File: src/hdl/rc5_pkg.sv
// ----------------------------------------------------------------------------
// rc5_pkg
// Shared types and constants for the RC5 infrared frame decoder.
// ----------------------------------------------------------------------------
package rc5_pkg;

  localparam int unsigned CFG_W       = 16;
  localparam int unsigned PADDR_W     = 5;
  localparam int unsigned PDATA_W     = 32;
  localparam int unsigned RC5_BITS    = 14;
  localparam int unsigned NBITS_W     = 4;
  localparam int unsigned START_POS   = 13;
  localparam int unsigned FIELD_POS   = 12;
  localparam int unsigned TOGGLE_POS  = 11;
  localparam int unsigned QUEUE_DEPTH = 4;

  // register indexes
  localparam logic [2:0] REG_FRAME_GAP_LIMIT = 3'd0;
  localparam logic [2:0] REG_MIN_PULSE       = 3'd1;
  localparam logic [2:0] REG_ONE_SLOT_LOW    = 3'd2;
  localparam logic [2:0] REG_ONE_SLOT_HIGH   = 3'd3;
  localparam logic [2:0] REG_TWO_SLOT_LOW    = 3'd4;
  localparam logic [2:0] REG_TWO_SLOT_HIGH   = 3'd5;

  // register reset values
  localparam logic [CFG_W-1:0] RST_FRAME_GAP_LIMIT = 16'd5000;
  localparam logic [CFG_W-1:0] RST_MIN_PULSE       = 16'd800;
  localparam logic [CFG_W-1:0] RST_ONE_SLOT_LOW    = 16'd1400;
  localparam logic [CFG_W-1:0] RST_ONE_SLOT_HIGH   = 16'd2600;
  localparam logic [CFG_W-1:0] RST_TWO_SLOT_LOW    = 16'd2900;
  localparam logic [CFG_W-1:0] RST_TWO_SLOT_HIGH   = 16'd4200;

  typedef struct packed {
    logic [15:0] interval;
    logic        line_level;
  } item_t;

  typedef struct packed {
    logic       frame_valid;
    logic       start_flag;
    logic       field_flag;
    logic       toggle_flag;
    logic [4:0] device_address;
    logic [6:0] command_code;
  } result_t;

  typedef enum logic [1:0] {
    OP_APPEND1,
    OP_APPEND2,
    OP_FRAME_END
  } op_kind_t;

  typedef struct packed {
    op_kind_t kind;
    logic     halfbit;
  } op_t;

  typedef enum logic [1:0] {
    B_IDLE,
    B_SKIP,
    B_DECODE
  } back_state_t;

endpackage

File: src/hdl/rc5_front.sv
// ----------------------------------------------------------------------------
// rc5_front
// Timing registers on the APB port and classification of edge intervals.
// ----------------------------------------------------------------------------
module rc5_front (
  input  logic                          clk,
  input  logic                          rst,
  input  logic                          psel,
  input  logic                          penable,
  input  logic                          pwrite,
  input  logic [rc5_pkg::PADDR_W-1:0]   paddr,
  input  logic [rc5_pkg::PDATA_W-1:0]   pwdata,
  output logic [rc5_pkg::PDATA_W-1:0]   prdata,
  input  logic                          accept,
  input  rc5_pkg::item_t                item,
  output logic                          push,
  output rc5_pkg::op_t                  op
);

  logic [rc5_pkg::CFG_W-1:0] frame_gap_limit;
  logic [rc5_pkg::CFG_W-1:0] min_pulse;
  logic [rc5_pkg::CFG_W-1:0] one_slot_low;
  logic [rc5_pkg::CFG_W-1:0] one_slot_high;
  logic [rc5_pkg::CFG_W-1:0] two_slot_low;
  logic [rc5_pkg::CFG_W-1:0] two_slot_high;
  logic [rc5_pkg::CFG_W-1:0] rd_value;
  logic [2:0]                reg_idx;
  logic                      wr_en;
  logic                      in_one;
  logic                      in_two;
  logic                      is_gap;
  logic                      is_glitch;

  assign reg_idx = paddr[rc5_pkg::PADDR_W-1:2];
  assign wr_en   = psel & penable & pwrite;

  always_ff @(posedge clk) begin
    if (rst) begin
      frame_gap_limit <= rc5_pkg::RST_FRAME_GAP_LIMIT;
      min_pulse       <= rc5_pkg::RST_MIN_PULSE;
      one_slot_low    <= rc5_pkg::RST_ONE_SLOT_LOW;
      one_slot_high   <= rc5_pkg::RST_ONE_SLOT_HIGH;
      two_slot_low    <= rc5_pkg::RST_TWO_SLOT_LOW;
      two_slot_high   <= rc5_pkg::RST_TWO_SLOT_HIGH;
    end else if (wr_en) begin
      case (reg_idx)
        rc5_pkg::REG_FRAME_GAP_LIMIT: frame_gap_limit <= pwdata[rc5_pkg::CFG_W-1:0];
        rc5_pkg::REG_MIN_PULSE:       min_pulse       <= pwdata[rc5_pkg::CFG_W-1:0];
        rc5_pkg::REG_ONE_SLOT_LOW:    one_slot_low    <= pwdata[rc5_pkg::CFG_W-1:0];
        rc5_pkg::REG_ONE_SLOT_HIGH:   one_slot_high   <= pwdata[rc5_pkg::CFG_W-1:0];
        rc5_pkg::REG_TWO_SLOT_LOW:    two_slot_low    <= pwdata[rc5_pkg::CFG_W-1:0];
        rc5_pkg::REG_TWO_SLOT_HIGH:   two_slot_high   <= pwdata[rc5_pkg::CFG_W-1:0];
        default: ;
      endcase
    end
  end

  always_comb begin
    case (reg_idx)
      rc5_pkg::REG_FRAME_GAP_LIMIT: rd_value = frame_gap_limit;
      rc5_pkg::REG_MIN_PULSE:       rd_value = min_pulse;
      rc5_pkg::REG_ONE_SLOT_LOW:    rd_value = one_slot_low;
      rc5_pkg::REG_ONE_SLOT_HIGH:   rd_value = one_slot_high;
      rc5_pkg::REG_TWO_SLOT_LOW:    rd_value = two_slot_low;
      rc5_pkg::REG_TWO_SLOT_HIGH:   rd_value = two_slot_high;
      default:                      rd_value = '0;
    endcase
  end

  assign prdata = {{(rc5_pkg::PDATA_W - rc5_pkg::CFG_W){1'b0}}, rd_value};

  assign is_gap    = item.interval > frame_gap_limit;
  assign is_glitch = item.interval < min_pulse;
  assign in_one    = (item.interval >= one_slot_low) && (item.interval <= one_slot_high);
  assign in_two    = (item.interval >= two_slot_low) && (item.interval <= two_slot_high);

  // the stored half-bit is the inverse of the line level
  always_comb begin
    op.halfbit = ~item.line_level;
    op.kind    = rc5_pkg::OP_APPEND1;
    push       = 1'b0;
    if (is_gap) begin
      op.kind = rc5_pkg::OP_FRAME_END;
      push    = accept;
    end else if (!is_glitch && in_one) begin
      op.kind = rc5_pkg::OP_APPEND1;
      push    = accept;
    end else if (!is_glitch && in_two) begin
      op.kind = rc5_pkg::OP_APPEND2;
      push    = accept;
    end
  end

endmodule

File: src/hdl/rc5_fifo.sv
// ----------------------------------------------------------------------------
// rc5_fifo
// Short request queue between the classifier and the frame engine.
// ----------------------------------------------------------------------------
module rc5_fifo #(
  parameter int unsigned DEPTH = 4
) (
  input  logic         clk,
  input  logic         rst,
  input  logic         push,
  input  rc5_pkg::op_t push_op,
  input  logic         pop,
  output rc5_pkg::op_t head_op,
  output logic         empty,
  output logic         full
);

  localparam int unsigned PTR_W = (DEPTH > 1) ? $clog2(DEPTH) : 1;
  localparam int unsigned CNT_W = $clog2(DEPTH + 1);

  rc5_pkg::op_t     slots [DEPTH];
  logic [PTR_W-1:0] wr_ptr;
  logic [PTR_W-1:0] rd_ptr;
  logic [CNT_W-1:0] fill;
  logic             do_push;
  logic             do_pop;

  assign empty   = (fill == '0);
  assign full    = (fill == CNT_W'(DEPTH));
  assign do_push = push && !full;
  assign do_pop  = pop && !empty;
  assign head_op = slots[rd_ptr];

  always_ff @(posedge clk) begin
    if (do_push) begin
      slots[wr_ptr] <= push_op;
    end
  end

  always_ff @(posedge clk) begin
    if (rst) begin
      wr_ptr <= '0;
      rd_ptr <= '0;
      fill   <= '0;
    end else begin
      if (do_push) begin
        wr_ptr <= (wr_ptr == PTR_W'(DEPTH - 1)) ? '0 : wr_ptr + 1'b1;
      end
      if (do_pop) begin
        rd_ptr <= (rd_ptr == PTR_W'(DEPTH - 1)) ? '0 : rd_ptr + 1'b1;
      end
      case ({do_push, do_pop})
        2'b10:   fill <= fill + 1'b1;
        2'b01:   fill <= fill - 1'b1;
        default: fill <= fill;
      endcase
    end
  end

endmodule

File: src/hdl/rc5_back.sv
// ----------------------------------------------------------------------------
// rc5_back
// Half-bit store and serial Manchester pair decoder run at frame end.
// ----------------------------------------------------------------------------
module rc5_back #(
  parameter int unsigned MAX_HALF_BITS = 32
) (
  input  logic             clk,
  input  logic             rst,
  input  logic             empty,
  input  rc5_pkg::op_t     head_op,
  output logic             pop,
  output logic             done,
  output rc5_pkg::result_t result
);

  localparam int unsigned CNT_W = $clog2(MAX_HALF_BITS + 1);

  rc5_pkg::back_state_t          state;
  rc5_pkg::back_state_t          state_next;
  logic [MAX_HALF_BITS-1:0]      store;
  logic [MAX_HALF_BITS-1:0]      work;
  logic [CNT_W-1:0]              count;
  logic [CNT_W-1:0]              count_next;
  logic [CNT_W-1:0]              count_p1;
  logic [CNT_W:0]                count_p2;
  logic [CNT_W-1:0]              rem;
  logic [rc5_pkg::NBITS_W-1:0]   nbits;
  logic [rc5_pkg::RC5_BITS-1:0]  word;
  logic                          wr_first;
  logic                          wr_second;
  logic                          load;
  logic                          skip_pair;
  logic                          take_pair;
  logic                          take_pad;
  logic                          finish_ok;
  logic                          finish_bad;
  logic                          pair_equal;
  logic                          decode_end;

  assign pair_equal = (work[0] == work[1]);
  assign decode_end = (rem == '0) || (nbits == rc5_pkg::NBITS_W'(rc5_pkg::RC5_BITS));
  assign count_p1   = count + 1'b1;
  assign count_p2   = {1'b0, count} + (CNT_W + 1)'(2);

  // next state
  always_comb begin
    state_next = state;
    case (state)
      rc5_pkg::B_IDLE: begin
        if (!empty && head_op.kind == rc5_pkg::OP_FRAME_END) begin
          state_next = rc5_pkg::B_SKIP;
        end
      end
      rc5_pkg::B_SKIP: begin
        if (!(rem > CNT_W'(1) && pair_equal)) begin
          state_next = rc5_pkg::B_DECODE;
        end
      end
      rc5_pkg::B_DECODE: begin
        if (decode_end) begin
          state_next = rc5_pkg::B_IDLE;
        end else if (rem != CNT_W'(1) && pair_equal) begin
          state_next = rc5_pkg::B_IDLE;
        end
      end
      default: state_next = rc5_pkg::B_IDLE;
    endcase
  end

  // control outputs
  always_comb begin
    pop        = 1'b0;
    wr_first   = 1'b0;
    wr_second  = 1'b0;
    load       = 1'b0;
    skip_pair  = 1'b0;
    take_pair  = 1'b0;
    take_pad   = 1'b0;
    finish_ok  = 1'b0;
    finish_bad = 1'b0;
    case (state)
      rc5_pkg::B_IDLE: begin
        if (!empty) begin
          pop = 1'b1;
          case (head_op.kind)
            rc5_pkg::OP_APPEND1: wr_first = 1'b1;
            rc5_pkg::OP_APPEND2: begin
              wr_first  = 1'b1;
              wr_second = 1'b1;
            end
            rc5_pkg::OP_FRAME_END: load = 1'b1;
            default: ;
          endcase
        end
      end
      rc5_pkg::B_SKIP: begin
        skip_pair = (rem > CNT_W'(1)) && pair_equal;
      end
      rc5_pkg::B_DECODE: begin
        if (decode_end) begin
          finish_ok = 1'b1;
        end else if (rem == CNT_W'(1)) begin
          // odd tail: padded with the complement of the last half-bit
          take_pad = 1'b1;
        end else if (!pair_equal) begin
          take_pair = 1'b1;
        end else begin
          finish_bad = 1'b1;
        end
      end
      default: ;
    endcase
  end

  always_comb begin
    count_next = count;
    if (load) begin
      count_next = '0;
    end else if (wr_second) begin
      if (count_p2 <= (CNT_W + 1)'(MAX_HALF_BITS)) begin
        count_next = count_p2[CNT_W-1:0];
      end else if (count < CNT_W'(MAX_HALF_BITS)) begin
        count_next = count_p1;
      end
    end else if (wr_first) begin
      if (count < CNT_W'(MAX_HALF_BITS)) begin
        count_next = count_p1;
      end
    end
  end

  // store entries past the cap are simply never addressed
  always_ff @(posedge clk) begin
    for (int i = 0; i < MAX_HALF_BITS; i++) begin
      if (wr_first && count == CNT_W'(i)) begin
        store[i] <= head_op.halfbit;
      end
      if (wr_second && count_p1 == CNT_W'(i)) begin
        store[i] <= head_op.halfbit;
      end
    end
  end

  always_ff @(posedge clk) begin
    if (load) begin
      work <= store;
    end else if (skip_pair || take_pair) begin
      work <= {2'b00, work[MAX_HALF_BITS-1:2]};
    end
  end

  always_ff @(posedge clk) begin
    if (load) begin
      rem   <= count;
      nbits <= '0;
      word  <= '0;
    end else if (skip_pair || take_pair) begin
      rem <= rem - CNT_W'(2);
      if (take_pair) begin
        nbits <= nbits + 1'b1;
      end
    end else if (take_pad) begin
      rem   <= '0;
      nbits <= nbits + 1'b1;
    end
    if (take_pair || take_pad) begin
      for (int j = 0; j < rc5_pkg::RC5_BITS; j++) begin
        if (nbits == rc5_pkg::NBITS_W'(rc5_pkg::RC5_BITS - 1 - j)) begin
          word[j] <= work[0];
        end
      end
    end
  end

  always_ff @(posedge clk) begin
    if (finish_ok) begin
      result.frame_valid    <= 1'b1;
      result.start_flag     <= word[rc5_pkg::START_POS];
      result.field_flag     <= word[rc5_pkg::FIELD_POS];
      result.toggle_flag    <= word[rc5_pkg::TOGGLE_POS];
      result.device_address <= word[rc5_pkg::TOGGLE_POS-1:6];
      result.command_code   <= {~word[rc5_pkg::FIELD_POS], word[5:0]};
    end else if (finish_bad) begin
      result <= '0;
    end
  end

  always_ff @(posedge clk) begin
    if (rst) begin
      state <= rc5_pkg::B_IDLE;
      count <= '0;
      done  <= 1'b0;
    end else begin
      state <= state_next;
      count <= count_next;
      done  <= finish_ok || finish_bad;
    end
  end

`ifndef ASSERT_OFF
  a_done_after_decode: assert property (@(posedge clk) disable iff (rst)
    done |-> $past(state) == rc5_pkg::B_DECODE)
    else $error("result strobe without a decode step");

  a_count_capped: assert property (@(posedge clk) disable iff (rst)
    count <= CNT_W'(MAX_HALF_BITS))
    else $error("half-bit count beyond store size");

  a_skip_flow: assert property (@(posedge clk) disable iff (rst)
    state == rc5_pkg::B_SKIP |=> state == rc5_pkg::B_SKIP || state == rc5_pkg::B_DECODE)
    else $error("skip phase left without decoding");

  a_bad_frame_zero: assert property (@(posedge clk) disable iff (rst)
    done && !result.frame_valid |-> result.start_flag == 1'b0 &&
      result.device_address == '0 && result.command_code == '0)
    else $error("invalid frame carries nonzero fields");
`endif

endmodule

File: src/hdl/rc5_ir_frame_decoder.sv
// ----------------------------------------------------------------------------
// rc5_ir_frame_decoder
// RC5 infrared decoder: IR edge intervals in, decoded frames out.
// ----------------------------------------------------------------------------
// frame end: an edge that ends a frame passes through the queue; the engine then loads
//   the store in idle, steps pairs in the skip and decode states and registers done
// throughput: edges are taken one per cycle into a 4-entry queue while it is not full;
//   the decode engine retires one append per cycle and stops popping during a frame end
// reset: timing registers return to defaults, queue and half-bit count clear;
//   store contents stay undefined and are never read before being written
module rc5_ir_frame_decoder #(
  parameter int unsigned MAX_HALF_BITS = 32
) (
  input  logic                          clk,
  input  logic                          rst,
  input  logic                          psel,
  input  logic                          penable,
  input  logic                          pwrite,
  input  logic [rc5_pkg::PADDR_W-1:0]   paddr,
  input  logic [rc5_pkg::PDATA_W-1:0]   pwdata,
  output logic [rc5_pkg::PDATA_W-1:0]   prdata,
  output logic                          pready,
  input  logic                          start,
  input  rc5_pkg::item_t                item,
  output logic                          busy,
  output logic                          done,
  output rc5_pkg::result_t              result
);

  logic         accept;
  logic         push;
  logic         pop;
  logic         empty;
  logic         full;
  rc5_pkg::op_t push_op;
  rc5_pkg::op_t head_op;

  assign pready = 1'b1;
  assign busy   = full;
  assign accept = start && !busy;

  rc5_front u_front (
    .clk     (clk),
    .rst     (rst),
    .psel    (psel),
    .penable (penable),
    .pwrite  (pwrite),
    .paddr   (paddr),
    .pwdata  (pwdata),
    .prdata  (prdata),
    .accept  (accept),
    .item    (item),
    .push    (push),
    .op      (push_op)
  );

  rc5_fifo #(
    .DEPTH (rc5_pkg::QUEUE_DEPTH)
  ) u_fifo (
    .clk     (clk),
    .rst     (rst),
    .push    (push),
    .push_op (push_op),
    .pop     (pop),
    .head_op (head_op),
    .empty   (empty),
    .full    (full)
  );

  rc5_back #(
    .MAX_HALF_BITS (MAX_HALF_BITS)
  ) u_back (
    .clk     (clk),
    .rst     (rst),
    .empty   (empty),
    .head_op (head_op),
    .pop     (pop),
    .done    (done),
    .result  (result)
  );

endmodule
File: config.mk
export PLATFORM = sky130hd
export DESIGN_NAME = rc5_ir_frame_decoder
export DESIGN_NICKNAME = d
export VERILOG_FILES = /design/src/hdl/rc5_pkg.sv /design/src/hdl/rc5_front.sv /design/src/hdl/rc5_fifo.sv /design/src/hdl/rc5_back.sv /design/src/hdl/rc5_ir_frame_decoder.sv
export SDC_FILE = /design/constraint.sdc
export NUM_CORES = 1
export LEC_CHECK = 0
export BUFFER_PORTS_ARGS = -buffer_cell sky130_fd_sc_hd__buf_2
export CORE_ASPECT_RATIO = 1.75
export CORE_MARGIN = 2
export CORE_UTILIZATION = 45
export CTS_CLUSTER_SIZE = 10
export DETAILED_ROUTE_END_ITERATION = 8
export PLACE_DENSITY = 0.68
export RECOVER_POWER = 25
export SLEW_MARGIN = 40
export SYNTH_ARGS = -nofsm -noshare
export SYNTH_HDL_FRONTEND = slang
export SYNTH_HIERARCHICAL = 1
export SYNTH_SLANG_ARGS = --single-unit
File: constraint.sdc
create_clock -name clk -period 5.4 [get_ports clk]
set_input_delay 0.54 -clock clk [delete_from_list [all_inputs] [get_ports clk]]
set_output_delay 0.54 -clock clk [all_outputs]
set_load 0.01 [all_outputs]
; ---- After elaboration in Yosys (flattened, before gate mapping)
; Memories as Yosys holds them, arrays and structs flattened. A register that Yosys moved wholly into a read port is not among the register bits.
; Index checks and enable logic that the tools add are counted.
; Widths: inputs -> output; s select.
[op_classes]
reduce_logical = 137
magnitude_cmp = 9
bitwise = 4
n_addsub = 8
mux = 138
eq_ne = 97
[op_table]
columns = cell, count
row1 = $eq 6x5->1 const B, 32
row2 = $mux 1, 109
row3 = $eq 6x4->1 const B, 16
row4 = $pmux 16 s6, 1
row5 = $logic_and 1x1->1, 74
row6 = $reduce_bool 2->1, 37
row7 = $mux 32, 2
row8 = $eq 6x3->1 const B, 8
row9 = $mux 6, 7
row10 = $ge 16x16->1, 2
row11 = $le 16x16->1, 2
row12 = $mux 15, 2
row13 = $eq 4x4->1 const B, 7
row14 = $mux 14, 2
row15 = $eq 6x2->1 const B, 4
row16 = $mux 2, 10
row17 = $eq 6x1->1 const B, 3
row18 = $logic_not 6->1, 3
row19 = $eq 4x3->1 const B, 4
row20 = $gt 16x16->1, 1
row21 = $lt 16x16->1, 1
row22 = $reduce_and 2->1, 7
row23 = $mux 4, 3
row24 = $eq 2x2->1 const B, 5
row25 = other kinds (33), 51
[totals]
ramBits = 12
regBits = 216
elab_cells = 448
inputBits = 60
mem_count = 1
output_inout_bits = 51
[mem_list]
columns = name, depth, width, read_ports, rd_clocked_by_memory_dff, write_ports, line_no
row1 = u_fifo.slots, 4, 3, 1, 1, 1, rc5_fifo.sv:21  ; rc5_pkg::op_t slots [DEPTH];

; ---- Logic depth before layout (Yosys ltp)
; Gate-level depths: netlist of the first run.
[depth]
word_depth = 9
mapped_depth = 19

; ---- Hierarchy
; Netlist of the first run, hierarchy kept.
[modules_own_cells]
columns = module, cells_per_inst, seq_area_each_um2, area_per_inst_um2, n_inst
row1 = rc5_front, 816, 1921.8, 6327.3, 1
row2 = rc5_back, 490, 3113.0, 5250.0, 1
row3 = rc5_fifo, 69, 540.5, 925.9, 1
row4 = rc5_ir_frame_decoder, 3, 0.0, 25.0, 1

; ---- Worst setup path after synthesis of the first run
; OpenSTA, ideal clock, no wires.
[synth_timing]
path_kind = input to register
from = in item[10] (netlist bit)
to = reg u_fifo.fill[2]
path_slack_ns = 1.637
n_path_buf = 0
path_stages = 16
setup_time_ns = 0.070
arrival_ns = 3.692
cell_sequence = ha_1 -> a21o_1 -> a211o_1 -> a2111oi_2 -> o31ai_1 -> a221oi_1 -> o21bai_2 -> a31oi_1 -> and2_4 -> inv_1 -> ha_1 -> inv_1 -> fa_1 -> xor2_1 -> or3_2 -> a21oi_1
[synth_via]
elab_chain_len = 9
word_cells_on_any_way = 19
cone_classes = 6 x order compare / 2 x eq/ne / 4 x mux / 7 x reduce/logical
[synth_rtl]
columns = element, line_no
row1 = from (decl), rc5_ir_frame_decoder.sv:24  ; input rc5_pkg::item_t item,
row2 = $lt 16x16->1 (tied with other cells), rc5_front.sv:73  ; assign is_glitch = item.interval < min_pulse;
row3 = $logic_not 1->1 or $logic_and 1x1->1 (tied branches), "rc5_front.sv:85, rc5_front.sv:88, rc5_front.sv:75"
row4 = $logic_and 1x1->1, rc5_front.sv:88  ; end else if (!is_glitch && in_two) begin
row5 = $mux 1, rc5_front.sv:88
row6 = $mux 1, rc5_front.sv:85  ; end else if (!is_glitch && in_one) begin
row7 = $mux 1 *, rc5_front.sv:82  ; if (is_gap) begin
row8 = named net push, rc5_ir_frame_decoder.sv:31  ; logic push;
row9 = $logic_and 1x1->1 *, rc5_fifo.sv:30  ; assign do_push = push && !full;
row10 = $eq 2x1->1 or $eq 2x2->1 (tied branches), rc5_fifo.sv:52  ; case ({do_push, do_pop})
row11 = $pmux 3 s2 or $reduce_bool 2->1 (tied branches), n/a
row12 = to (signal assigned), rc5_fifo.sv:53  ; 2'b10: fill <= fill + 1'b1;
row13 = to (signal assigned), rc5_fifo.sv:54  ; 2'b01: fill <= fill - 1'b1;
row14 = to (signal assigned), rc5_fifo.sv:55  ; default: fill <= fill;
row15 = to (decl), rc5_fifo.sv:24  ; logic [CNT_W-1:0] fill;
; Mark *: on every way through the listed nets, which the timed path passes. The rest lies on a longest branch.
; A chain may end at the register's enable or synchronous reset.

; ---- Worst setup path in the final report of the first run
[layout_timing]
from = reg u_front/one_slot_low[9] (netlist bit)
to = reg u_fifo.fill[2]
[layout_via]
elab_chain_len = 8
word_cells_on_any_way = 10
cone_classes = 1 x order compare / 2 x eq/ne / 3 x mux / 4 x reduce/logical
[layout_rtl]
columns = element, line_no
row1 = from (decl), rc5_front.sv:22  ; logic [rc5_pkg::CFG_W-1:0] one_slot_low;
row2 = from (signal assigned), rc5_front.sv:41  ; one_slot_low <= rc5_pkg::RST_ONE_SLOT_LOW;
row3 = from (signal assigned), rc5_front.sv:49  ; rc5_pkg::REG_ONE_SLOT_LOW: one_slot_low <= pwdata[rc5_pkg::CFG_W-1:0];
row4 = $ge 16x16->1 *, rc5_front.sv:74  ; assign in_one = (item.interval >= one_slot_low) && (item.interval <= one_slot_high);
row5 = $logic_and 1x1->1 *, rc5_front.sv:74
row6 = $logic_and 1x1->1 *, rc5_front.sv:85
row7 = $mux 1 *, rc5_front.sv:85
row8 = $mux 1 *, rc5_front.sv:82
row9 = named net push, rc5_ir_frame_decoder.sv:31
row10 = $logic_and 1x1->1 *, rc5_fifo.sv:30
row11 = $eq 2x1->1 or $eq 2x2->1 (tied branches), rc5_fifo.sv:52
row12 = $pmux 3 s2 or $reduce_bool 2->1 (tied branches), n/a
; Marked as above.

==> results of run 1 <==
[how the worst max path moves through the flow]
| stage | startpoint | endpoint | slack, ns | cells past startpoint |
|---|---|---|---|---|
| 6_report | u_front/one_slot_low[9] | u_fifo/fill[2] | 1.39 | 17 |
| 5_1_grt | u_front/one_slot_low[9] | u_fifo/fill[2] | 1.15 | 17 |
| 4_1_cts | u_front/one_slot_low[9] | u_fifo/fill[2] | 1.40 | 17 |
| 3_5_place_dp | item[10] | u_fifo/fill[2] | 1.06 | 17 |
| 3_3_place_gp | item[10] | u_fifo/fill[2] | 1.10 | 17 |
| 2_1_floorplan | item[10] | u_fifo/fill[2] | 1.64 | 16 |
[flip-flops by register name, summed over array words and instances, names as in the netlist, 3 cells and up, named ones only]
signal	count
u_front/one_slot_high	16
u_front/one_slot_low	16
u_front/two_slot_high	16
u_back/nbits	4
u_back/result	16
u_back/word	14
u_front/min_pulse	16
u_front/frame_gap_limit	16
u_fifo/slots	12
u_back/rem	6
u_front/two_slot_low	16
u_back/store	32
u_back/work	32
u_back/count	6
u_fifo/fill	3
[layout make-up]
type	instances	area share
timing repair buffer	90	0.03318
tap	369	0.03336
multi-input combinational	968	0.4466
inverter	115	0.03119
clock buffer	42	0.05288
sequential	230	0.4028
[power by group]
part / total (mW) / switching (mW) / internal [mW] / leakage [nW]
registers: 2.23 / 0.120 / 2.11 / 1.96
logic: 1.06 / 0.717 / 0.345 / 3.16
clock network: 1.59 / 0.675 / 0.913 / 0.350
[cells by family after synthesis]
kind of cell / count (synthesis) / share of synthesized area
AO/OA/AOI/OAI: 311 / 0.1687
XOR/XNOR: 15 / 0.01109
adder cells (fa/ha/maj): 114 / 0.1145
buffers and inverters: 195 / 0.06581
flip-flops: 230 / 0.4450
multiplexers: 12 / 0.01258
other: 2 / 0.0005994
AND/OR/NAND/NOR: 499 / 0.1818
[synthesized netlist by cell type, types with 3 or more instances]
cell type,n,share of area
nor2b_1,6,0.0030
a22oi_1,48,0.029
xnor2_1,6,0.0042
buf_4,17,0.010
and3b_1,3,0.0021
buf_2,11,0.0044
a211o_1,30,0.021
and3_1,8,0.0040
ha_1,113,0.11
dfxtp_1,133,0.21
clkbuf_1,48,0.014
o21a_1,3,0.0018
nor3b_2,3,0.0030
nand4_1,24,0.012
o22ai_1,35,0.017
a41o_1,10,0.0080
xor2_1,8,0.0056
mux2i_1,9,0.0072
o211ai_1,4,0.0024
nand2b_1,9,0.0045
nand2_1,294,0.088
nor3_1,12,0.0048
a21oi_1,104,0.042
nor2_1,54,0.016
nor3_2,4,0.0032
nor4_1,4,0.0020
nor3b_1,4,0.0024
inv_1,114,0.034
a21o_1,19,0.011
edfxtp_1,97,0.23
nand3_1,36,0.014
a31oi_1,13,0.0065
mux4_2,3,0.0054
and2_1,22,0.011
a211oi_1,6,0.0036
o21ai_0,13,0.0052
o31ai_1,4,0.0024
a2111oi_0,5,0.0035
[through the flow]
stage,hold slack (ns),utilization,instances
floorplan,0.4301,-,1393
global placement,0.4356,0.4807,1771
detailed placement,0.4422,0.4812,1771
CTS,0.2752,0.5080,1813
global route,0.2941,0.5065,1814
finish,0.2938,0.5065,1814
[per-layer routing]
| layer | global-route usage | vias to the layer above | share of wire |
|---|---|---|---|
| li1 | - | 4933 | - |
| met1 | 0.2316 | 4854 | 0.34 |
| met2 | 0.4302 | 417 | 0.53 |
| met3 | 0.03069 | 158 | 0.056 |
| met4 | 0.1689 | 0 | 0.074 |
| met5 | 0 | - | 0 |
[cells in the final DEF (no fill, tap or decap), drive strengths merged, types with 4 or more instances in the layout]
master	n
a41o	10
nand3	36
a211o	30
and3	10
xnor2	7
o22ai	35
a22oi	48
nand2b	9
nor2b	7
mux2i	9
a21oi	104
a2111oi	7
nor2	54
inv	115
a21o	19
clkbuf	64
nand2	294
a31oi	13
ha	113
o21ai	16
buf	68
nor3b	7
nand4	24
nor3	16
and2	23
conb	17
xor2	8
o31ai	5
edfxtp	97
a211oi	6
dfxtp	133
o211ai	4
nor4	5
==> flow_metrics.env, run 1 <==
export IMPL_reg2reg_depth=17
export IMPL_finalHoldViolCount=0
export IMPL_cts_tree="done"
export IMPL_post_drt_wl_per_cell_um=18.62
export IMPL_path_cells="inv_1, ha_1, a21o_1, a211o_1, a2111oi_2, o31ai_1, a221oi_1, o21bai_2, a31oi_1, and2_4, inv_1, ha_1, inv_1, fa_1, xor2_1, or3_2, a21oi_1"
export IMPL_die_area_sq_um=29240
export IMPL_synth_flop_cell="dfxtp_1"
export IMPL_violations="max-capacitance violations, max-slew violations"
export IMPL_dieHeight_um=224.7
export IMPL_htreeDepth=1
export IMPL_rsz0062_at_grt="no"
export IMPL_critPathKind="reg -> reg"
export IMPL_p_leak_nw=5.467
export IMPL_place_hpwl_um=24080
export IMPL_grt_pass1_vias=10412
export IMPL_synth_distinct_cells=70
export IMPL_rrSetupSlack_ns=1.39
export IMPL_finalMaxSlewViolations=76
export IMPL_required_ns=5.87
export IMPL_min_to="u_front/two_slot_low[4]"
export IMPL_grt_use_total=0.2326
export IMPL_n_antenna_cell=0
export IMPL_clock_sinks=230
export IMPL_core_sq_um=27330
export IMPL_final_antenna_net_count=0
export IMPL_post_cts_repair_setup_buffers=0
export IMPL_wl_um=33770
export IMPL_path_max_fanout=8
export IMPL_cp_slowest_cell="or3_2"
export IMPL_clk_path_buf_depth=3
export IMPL_ys_seq_area_frac=0.4450
export IMPL_layout_drive_gt1_share=0.08651
export IMPL_first_iter_violations=662
export IMPL_multi_input_area_sq_um=6181
export IMPL_grt_ovfl_total=0
export IMPL_synth_seq_cells=230
export IMPL_slew_headroom=-1.027
export IMPL_ctsResizeCount=0
export IMPL_power_mw=4.883
export IMPL_ctsRootBufferMaster="clkbuf_16"
export IMPL_worst_pin_slew_ns=3.041
export IMPL_status="complete, but fails checks"
export IMPL_io_pins=111
export IMPL_pre_cts_ws_ns=1.058
export IMPL_worst_clock_skew_ns=0.01460
export IMPL_vdd_drop_max_uv=230.6
export IMPL_rows=80
export IMPL_synthArstFlopShare=0
export IMPL_port_buffers=75
export IMPL_hold_path_class="in -> reg"
export IMPL_drcViolationCount=0
export IMPL_path_buf_inv=3
export IMPL_cts_buffers=26
export IMPL_min_path_cells=2
export IMPL_vias=10362
export IMPL_worst_slack_ns=1.394
export IMPL_fin_area_sq_um=13840
export IMPL_end_kind="register"
export IMPL_r2r_start="u_front/one_slot_low[9]"
export IMPL_via_per_inst=5.712
export IMPL_synth_edf_count=97
export IMPL_die_w_um=130.1
export IMPL_min_period_ns=4.006
export IMPL_gp_congestion=0.9027
export IMPL_layout_nets=1605
export IMPL_dpl_instance_area_sq_um=13150
export IMPL_fillers=2609
export IMPL_power_density_nw_per_um2=352.8
export IMPL_syn_cell_area_sq_um=12530
export IMPL_start_util=0.4585
export IMPL_ys_warn_count=6
export IMPL_worstPathArrival_ns=4.47
export IMPL_critPathTopFamily="compound AO/OA/AOI/OAI gates"
export IMPL_grt_max_degree=65
export IMPL_clock_fmax_ghz=0.2497
export IMPL_clock_latency_ns=0.54
export IMPL_timing_rr_end="u_fifo/fill[2]"
export IMPL_first_pass_iters=6
export IMPL_antenna_found_initial=0
export IMPL_postCtsHoldBufs=0
export IMPL_syn_inst=1378
export IMPL_period_share=0.7418
export IMPL_final_seq_area_sq_um=5575
export IMPL_area_delta_synth_final_pct=10.48
export IMPL_slowest_delay_ns=0.40
export IMPL_path_common_cell="inv_1"
export IMPL_cap_violations=2
export IMPL_worstSetupStartpointType="register"
export IMPL_setup_tns_ns=0
export IMPL_grt_pass1_wl_um=52960
export IMPL_hold_start="pwdata[4]"
export IMPL_path_clk_slew_ns=0.06
export IMPL_syn_avg_cell_area_sq_um=9.092
export IMPL_finalSetupViolCount=0
No activity file was read; power rests on OpenSTA's default activity.
==> run 2: changes to the inputs <==
clock period = 4.12 ns   (was 5.4 ns; I/O delays follow)
==> run 2 against run 1 <==
The flow still finishes with violations (max-capacitance violations, max-slew violations). Clock power up 30%. Critical path depth unchanged. Flip-flop and latch count unchanged. Worst hold slack worse by 0.12 ns. Cell area up 0.41%. Count of clock-buffer cells in the layout down 2. Clock skew up 0.0014 ns. Critical endpoint unchanged. Highest routed layer unchanged.
==> flow_metrics.env, run 2 (synthesis results as in run 1) <==
export IMPL_hold_path_class="in -> reg"
export IMPL_reg_top3="u_back/store (32), u_back/work (32)"
export IMPL_top_layer_used="met4"
export IMPL_worst_pin_slew_ns=2.453
export IMPL_whs_ns=0.1690
export IMPL_slowest_delay_ns=0.41
export IMPL_critPathTopFamily="compound AO/OA/AOI/OAI gates"
export IMPL_htreeDepth=1
export IMPL_path_common_cell="inv_1"
export IMPL_n_antenna_cell=0
export IMPL_violations="max-capacitance violations, max-slew violations"
export IMPL_fillers=2611
export IMPL_finalSetupViolCount=0
export IMPL_grt_pass1_wl_um=52840
export IMPL_grt_ovfl_total=0
export IMPL_dieHeight_um=224.7
export IMPL_grt_max_degree=61
export IMPL_r2r_start="u_front/one_slot_low[9]"
export IMPL_p_leak_nw=5.493
export IMPL_path_cells="inv_1, ha_1, a21o_1, a211o_1, a2111oi_4, o31ai_1, a221oi_1, o21bai_2, a31oi_1, and2_4, inv_1, ha_1, inv_1, fa_1, xor2_1, or3_2, a21oi_1"
export IMPL_worst_clock_skew_ns=0.01603
export IMPL_start_util=0.4585
export IMPL_core_sq_um=27330
export IMPL_hold_start="pwdata[2]"
export IMPL_pre_cts_ws_ns=0.02188
export IMPL_dp_cells=1780
export IMPL_path_buf_inv=3
export IMPL_required_ns=4.59
export IMPL_first_iter_violations=667
export IMPL_drcViolationCount=0
export IMPL_finalMaxSlewViolations=52
export IMPL_area_delta_synth_final_pct=10.93
export IMPL_vias=10384
export IMPL_layout_drive_gt1_share=0.08822
export IMPL_power_density_nw_per_um2=460.7
export IMPL_setup_tns_ns=0
export IMPL_worstPathArrival_ns=4.32
export IMPL_path_max_fanout=3
export IMPL_layout_cells_non_filler=1820
export IMPL_worstSetupStartpointType="register"
export IMPL_power_mw=6.402
export IMPL_clock_latency_ns=0.54
export IMPL_port_buffers=75
export IMPL_first_pass_iters=6
export IMPL_clock_sinks=230
export IMPL_die_area_sq_um=29240
export IMPL_grt_use_total=0.2322
export IMPL_postCtsHoldBufs=0
export IMPL_finalHoldViolCount=0
export IMPL_min_period_ns=3.856
export IMPL_gp_congestion=0.8981
export IMPL_period_share=0.9358
export IMPL_place_hpwl_um=24420
export IMPL_multi_input_area_sq_um=6200
export IMPL_critPathKind="reg -> reg"
export IMPL_vdd_drop_max_uv=306.3
export IMPL_mostFrequentLayoutCells="294 x nand2_1, 133 x dfxtp_1, 114 x inv_1"
export IMPL_cp_slowest_cell="or3_2"
export IMPL_grt_pass1_vias=10406
export IMPL_wl_met2_um=17850
export IMPL_via_per_inst=5.705
export IMPL_cts_buffers=26
export IMPL_antenna_found_initial=0
export IMPL_worst_slack_ns=0.2643
export IMPL_wl_met1_um=11220
export IMPL_rsz0062_at_grt="no"
export IMPL_wl_um=33520
export IMPL_status="complete, but fails checks"
export IMPL_clk_path_buf_depth=3
export IMPL_slew_headroom=-0.6351
export IMPL_io_pins=111
export IMPL_final_common_cell="nand2_1"
export IMPL_post_drt_wl_per_cell_um=18.42
export IMPL_cts_tree="done"
export IMPL_cap_violations=1
export IMPL_die_w_um=130.1
export IMPL_clock_fmax_ghz=0.2594
export IMPL_layout_nets=1613
export IMPL_ctsRootBufferMaster="clkbuf_16"
export IMPL_rows=80
export IMPL_final_seq_area_sq_um=5575
export IMPL_final_antenna_net_count=0
export IMPL_wl_met3_um=1951
export IMPL_cp_startpoint="u_front/one_slot_low[9]"
export IMPL_end_kind="register"
export IMPL_path_clk_slew_ns=0.06
run 2: cell type report:
| class | instances | share of cell area |
|---|---|---|
| clock buffers | 40 | 0.05213 |
| multi-input cells | 968 | 0.4461 |
| flip-flops and latches | 230 | 0.4012 |
| well taps | 369 | 0.03322 |
| repair buffers | 98 | 0.03628 |
| inverters | 115 | 0.03106 |
run 2: power breakdown:
part           internal (mW)  switching (mW)
sequential              2.77           0.164
combinational          0.467           0.943
clock                   1.19           0.871
total                   4.42            1.98
run 2: path summary, 6_finish.rpt:
check | end | slack, ns | cells after the start
max | u_fifo/fill[2] | 0.26 | 17
min | u_front/two_slot_low[2] | 0.17 | 2
min reg2reg | u_back/word[7] | 0.45 | 2
max reg2reg | u_fifo/fill[2] | 0.26 | 17
run 2: layer usage:
metal,vias up,track usage
li1,4961,-
met1,4873,0.2274
met2,400,0.4361
met3,150,0.03116
met4,0,0.1627
met5,-,0
run 2: through the flow:
step,util,cell area (sq um)
after floorplan,-,12580
after global placement,0.4832,13200
after detailed placement,0.4833,13210
after CTS,0.5098,13930
after global routing,0.5086,13900
final,0.5086,13900
run 2: timing repair:
action	in CTS	in global routing
setup buffers	0	0
endpoints found under the setup margin	0	1
gates resized for setup	0	1
==> run 3: changes to the inputs <==
RECOVER_POWER = default   (was 25)
SYNTH_HIERARCHICAL = default   (was 1)
==> run 3 against run 2 <==
The run now ends clean. Worst hold slack worse by 0.011 ns. Final cell count increased by 0.71%. Maximum frequency increased by 6.3%. Total power grew 3.8%. Clock power increased by 3%. Worst setup slack better by 0.23 ns. Count of clock-buffer cells in the layout up 1.
==> flow_metrics.env, run 3 <==
export IMPL_post_cts_repair_setup_buffers=0
export IMPL_core_sq_um=27230
export IMPL_cp_startpoint="u_front.min_pulse[1]"
export IMPL_finalSetupViolCount=0
export IMPL_clk_path_buf_depth=3
export IMPL_worst_pin_slew_ns=0.7756
export IMPL_path_clk_slew_ns=0.06
export IMPL_worstSetupStartpointType="register"
export IMPL_gp_congestion=0.9520
export IMPL_grt_max_degree=56
export IMPL_post_drt_wl_per_cell_um=18.37
export IMPL_worstPathArrival_ns=4.10
export IMPL_cts_tree="done"
export IMPL_yosysTopAreaCellShare=0.2346
export IMPL_syn_inst=1387
export IMPL_clock_sinks=230
export IMPL_ctsResizeCount=0
export IMPL_grt_pass1_wl_um=52580
export IMPL_area_delta_synth_final_pct=11.93
export IMPL_reg2reg_depth=15
export IMPL_reg_top3="u_back.store (32), u_back.work (32)"
export IMPL_critPathKind="reg -> reg"
export IMPL_path_max_fanout=5
export IMPL_grt_ovfl_total=0
export IMPL_vias=10280
export IMPL_grt_use_total=0.2323
export IMPL_path_common_cell="inv_1"
export IMPL_rrSetupSlack_ns=0.49
export IMPL_ys_warn_count=0
export IMPL_synth_area_leaders="edfxtp_1 23%, dfxtp_1 21%, ha_1 11%"
export IMPL_via_per_inst=5.608
export IMPL_cap_violations=0
export IMPL_setup_tns_ns=0
export IMPL_clock_fmax_ghz=0.2757
export IMPL_whs_ns=0.1575
export IMPL_finalHoldViolCount=0
export IMPL_period_share=0.8804
export IMPL_antenna_found_initial=0
export IMPL_n_antenna_cell=0
export IMPL_synth_edf_count=97
export IMPL_p_leak_nw=5.549
export IMPL_min_path_cells=3
export IMPL_syn_cell_area_sq_um=12420
export IMPL_die_w_um=129.6
export IMPL_drcViolationCount=0
export IMPL_critPathTopFamily="compound AO/OA/AOI/OAI gates"
export IMPL_rsz0062_at_grt="no"
export IMPL_synth_flop_cell="dfxtp_1"
export IMPL_clock_latency_ns=0.55
export IMPL_htreeDepth=1
export IMPL_ctsRootBufferMaster="clkbuf_16"
export IMPL_final_common_cell="nand2_1"
export IMPL_cts_buffers=27
export IMPL_postCtsHoldBufs=0
export IMPL_finalMaxSlewViolations=0
export IMPL_path_cells="inv_1, ha_1, a2111oi_0, buf_4, o31ai_1, a2111oi_2, or4_1, a31oi_1, inv_1, ha_1, inv_1, fa_1, xor2_1, or3_1, a21oi_1"
export IMPL_crit_end="u_fifo.fill[2]"
export IMPL_min_period_ns=3.627
export IMPL_hold_path_class="in -> reg"
export IMPL_io_pins=111
export IMPL_status="finished clean"
export IMPL_yosys_top_cells_count="322 x nand2_1, 133 x dfxtp_1, 117 x inv_1"
export IMPL_synth_seq_cells=230
export IMPL_grt_pass1_vias=10323
export IMPL_synth_top_cell_by_area="edfxtp_1"
export IMPL_power_mw=6.646
export IMPL_start_util=0.4560
export IMPL_synth_most_common_cell="nand2_1"
export IMPL_slowest_delay_ns=0.47
export IMPL_dieHeight_um=223.7
export IMPL_first_pass_iters=5
export IMPL_final_antenna_net_count=0
export IMPL_rows=80
export IMPL_layout_nets=1624
export IMPL_ys_seq_area_frac=0.4491
export IMPL_port_buffers=75
export IMPL_power_density_nw_per_um2=478.3
export IMPL_required_ns=4.59
export IMPL_timing_rr_end="u_fifo.fill[2]"
export IMPL_first_iter_violations=683
export IMPL_hold_start="pwdata[10]"
export IMPL_die_area_sq_um=28990
export IMPL_r2r_start="u_front.min_pulse[1]"
export IMPL_cp_depth=15
export IMPL_synth_distinct_cells=65
export IMPL_layout_drive_gt1_share=0.1045
export IMPL_synthArstFlopShare=0
export IMPL_mostFrequentLayoutCells="322 x nand2_1, 133 x dfxtp_1, 117 x inv_1"
export IMPL_cp_slowest_cell="a2111oi_2"
export IMPL_wl_um=33670
export IMPL_slew_headroom=0.4817
export IMPL_syn_avg_cell_area_sq_um=8.951
export IMPL_end_kind="register"
export IMPL_worst_clock_skew_ns=0.02317
export IMPL_vdd_drop_max_uv=342.3
export IMPL_place_hpwl_um=24320
export IMPL_path_buf_inv=4
==> run 3: how the worst min path moves through the flow <==
stage / to
floorplan: u_back.word[10]
global placement: u_back.result[15]
detailed placement: u_back.result[15]
CTS: u_front.min_pulse[11]
global route: u_front.one_slot_low[10]
finish: u_front.two_slot_low[10]
==> run 3: routing by layer <==
metal	track usage	routed length, um
met1	0.2300	11710
met2	0.4406	18060
met3	0.03081	1623
met4	0.1474	2276
met5	0	0
==> run 3: cells by family after synthesis <==
family,Yosys count,synth area share
compound gates,288,0.1520
xor+xnor,16,0.01129
fa+ha+maj,114,0.1155
buf+inv,195,0.06480
flops,230,0.4491
mux,17,0.01673
other cells,2,0.0006049
simple gates,525,0.1901
==> run 3: worst register-to-register path, cell delays in order, from the launching register on <==
cell and delay (ns):
dfxtp_1 0.37, inv_1 0.07, ha_1 0.26, a2111oi_0 0.38, buf_4 0.19, o31ai_1 0.09, a2111oi_2 0.47, or4_1 0.25
a31oi_1 0.18, inv_1 0.09, ha_1 0.18, inv_1 0.06, fa_1 0.38, xor2_1 0.16, or3_1 0.31, a21oi_1 0.14
==> run 3: cell type report <==
class                           count  area (sq um)
Fill cell                        2592         13330
Multi-Input combinational cell    977          6122
Sequential cell                   230          5575
Clock buffer                       41         738.2
Timing Repair Buffer               97         543.0
Tap cell                          369         461.7
Inverter                          117         439.2
Clock inverter                      2         17.52
==> run 3: where the power goes <==
part / switching, mW / internal (mW) / leakage [nW] / total [mW]
Sequential: 0.138 / 2.83 / 1.95 / 2.97
Combinational: 1.04 / 0.511 / 3.24 / 1.55
Clock: 0.906 / 1.22 / 0.364 / 2.12
==> run 3: stage by stage <==
step	setup slack, ns	std cells	utilization	instance area [sq um]
global placement	0.3553	1790	0.4825	13140
finish	0.4926	1833	0.5104	13900
CTS	0.5042	1833	0.5103	13890
global route	0.1981	1833	0.5104	13900
floorplan	0.8407	1402	-	12470
detailed placement	0.3245	1790	0.4825	13140
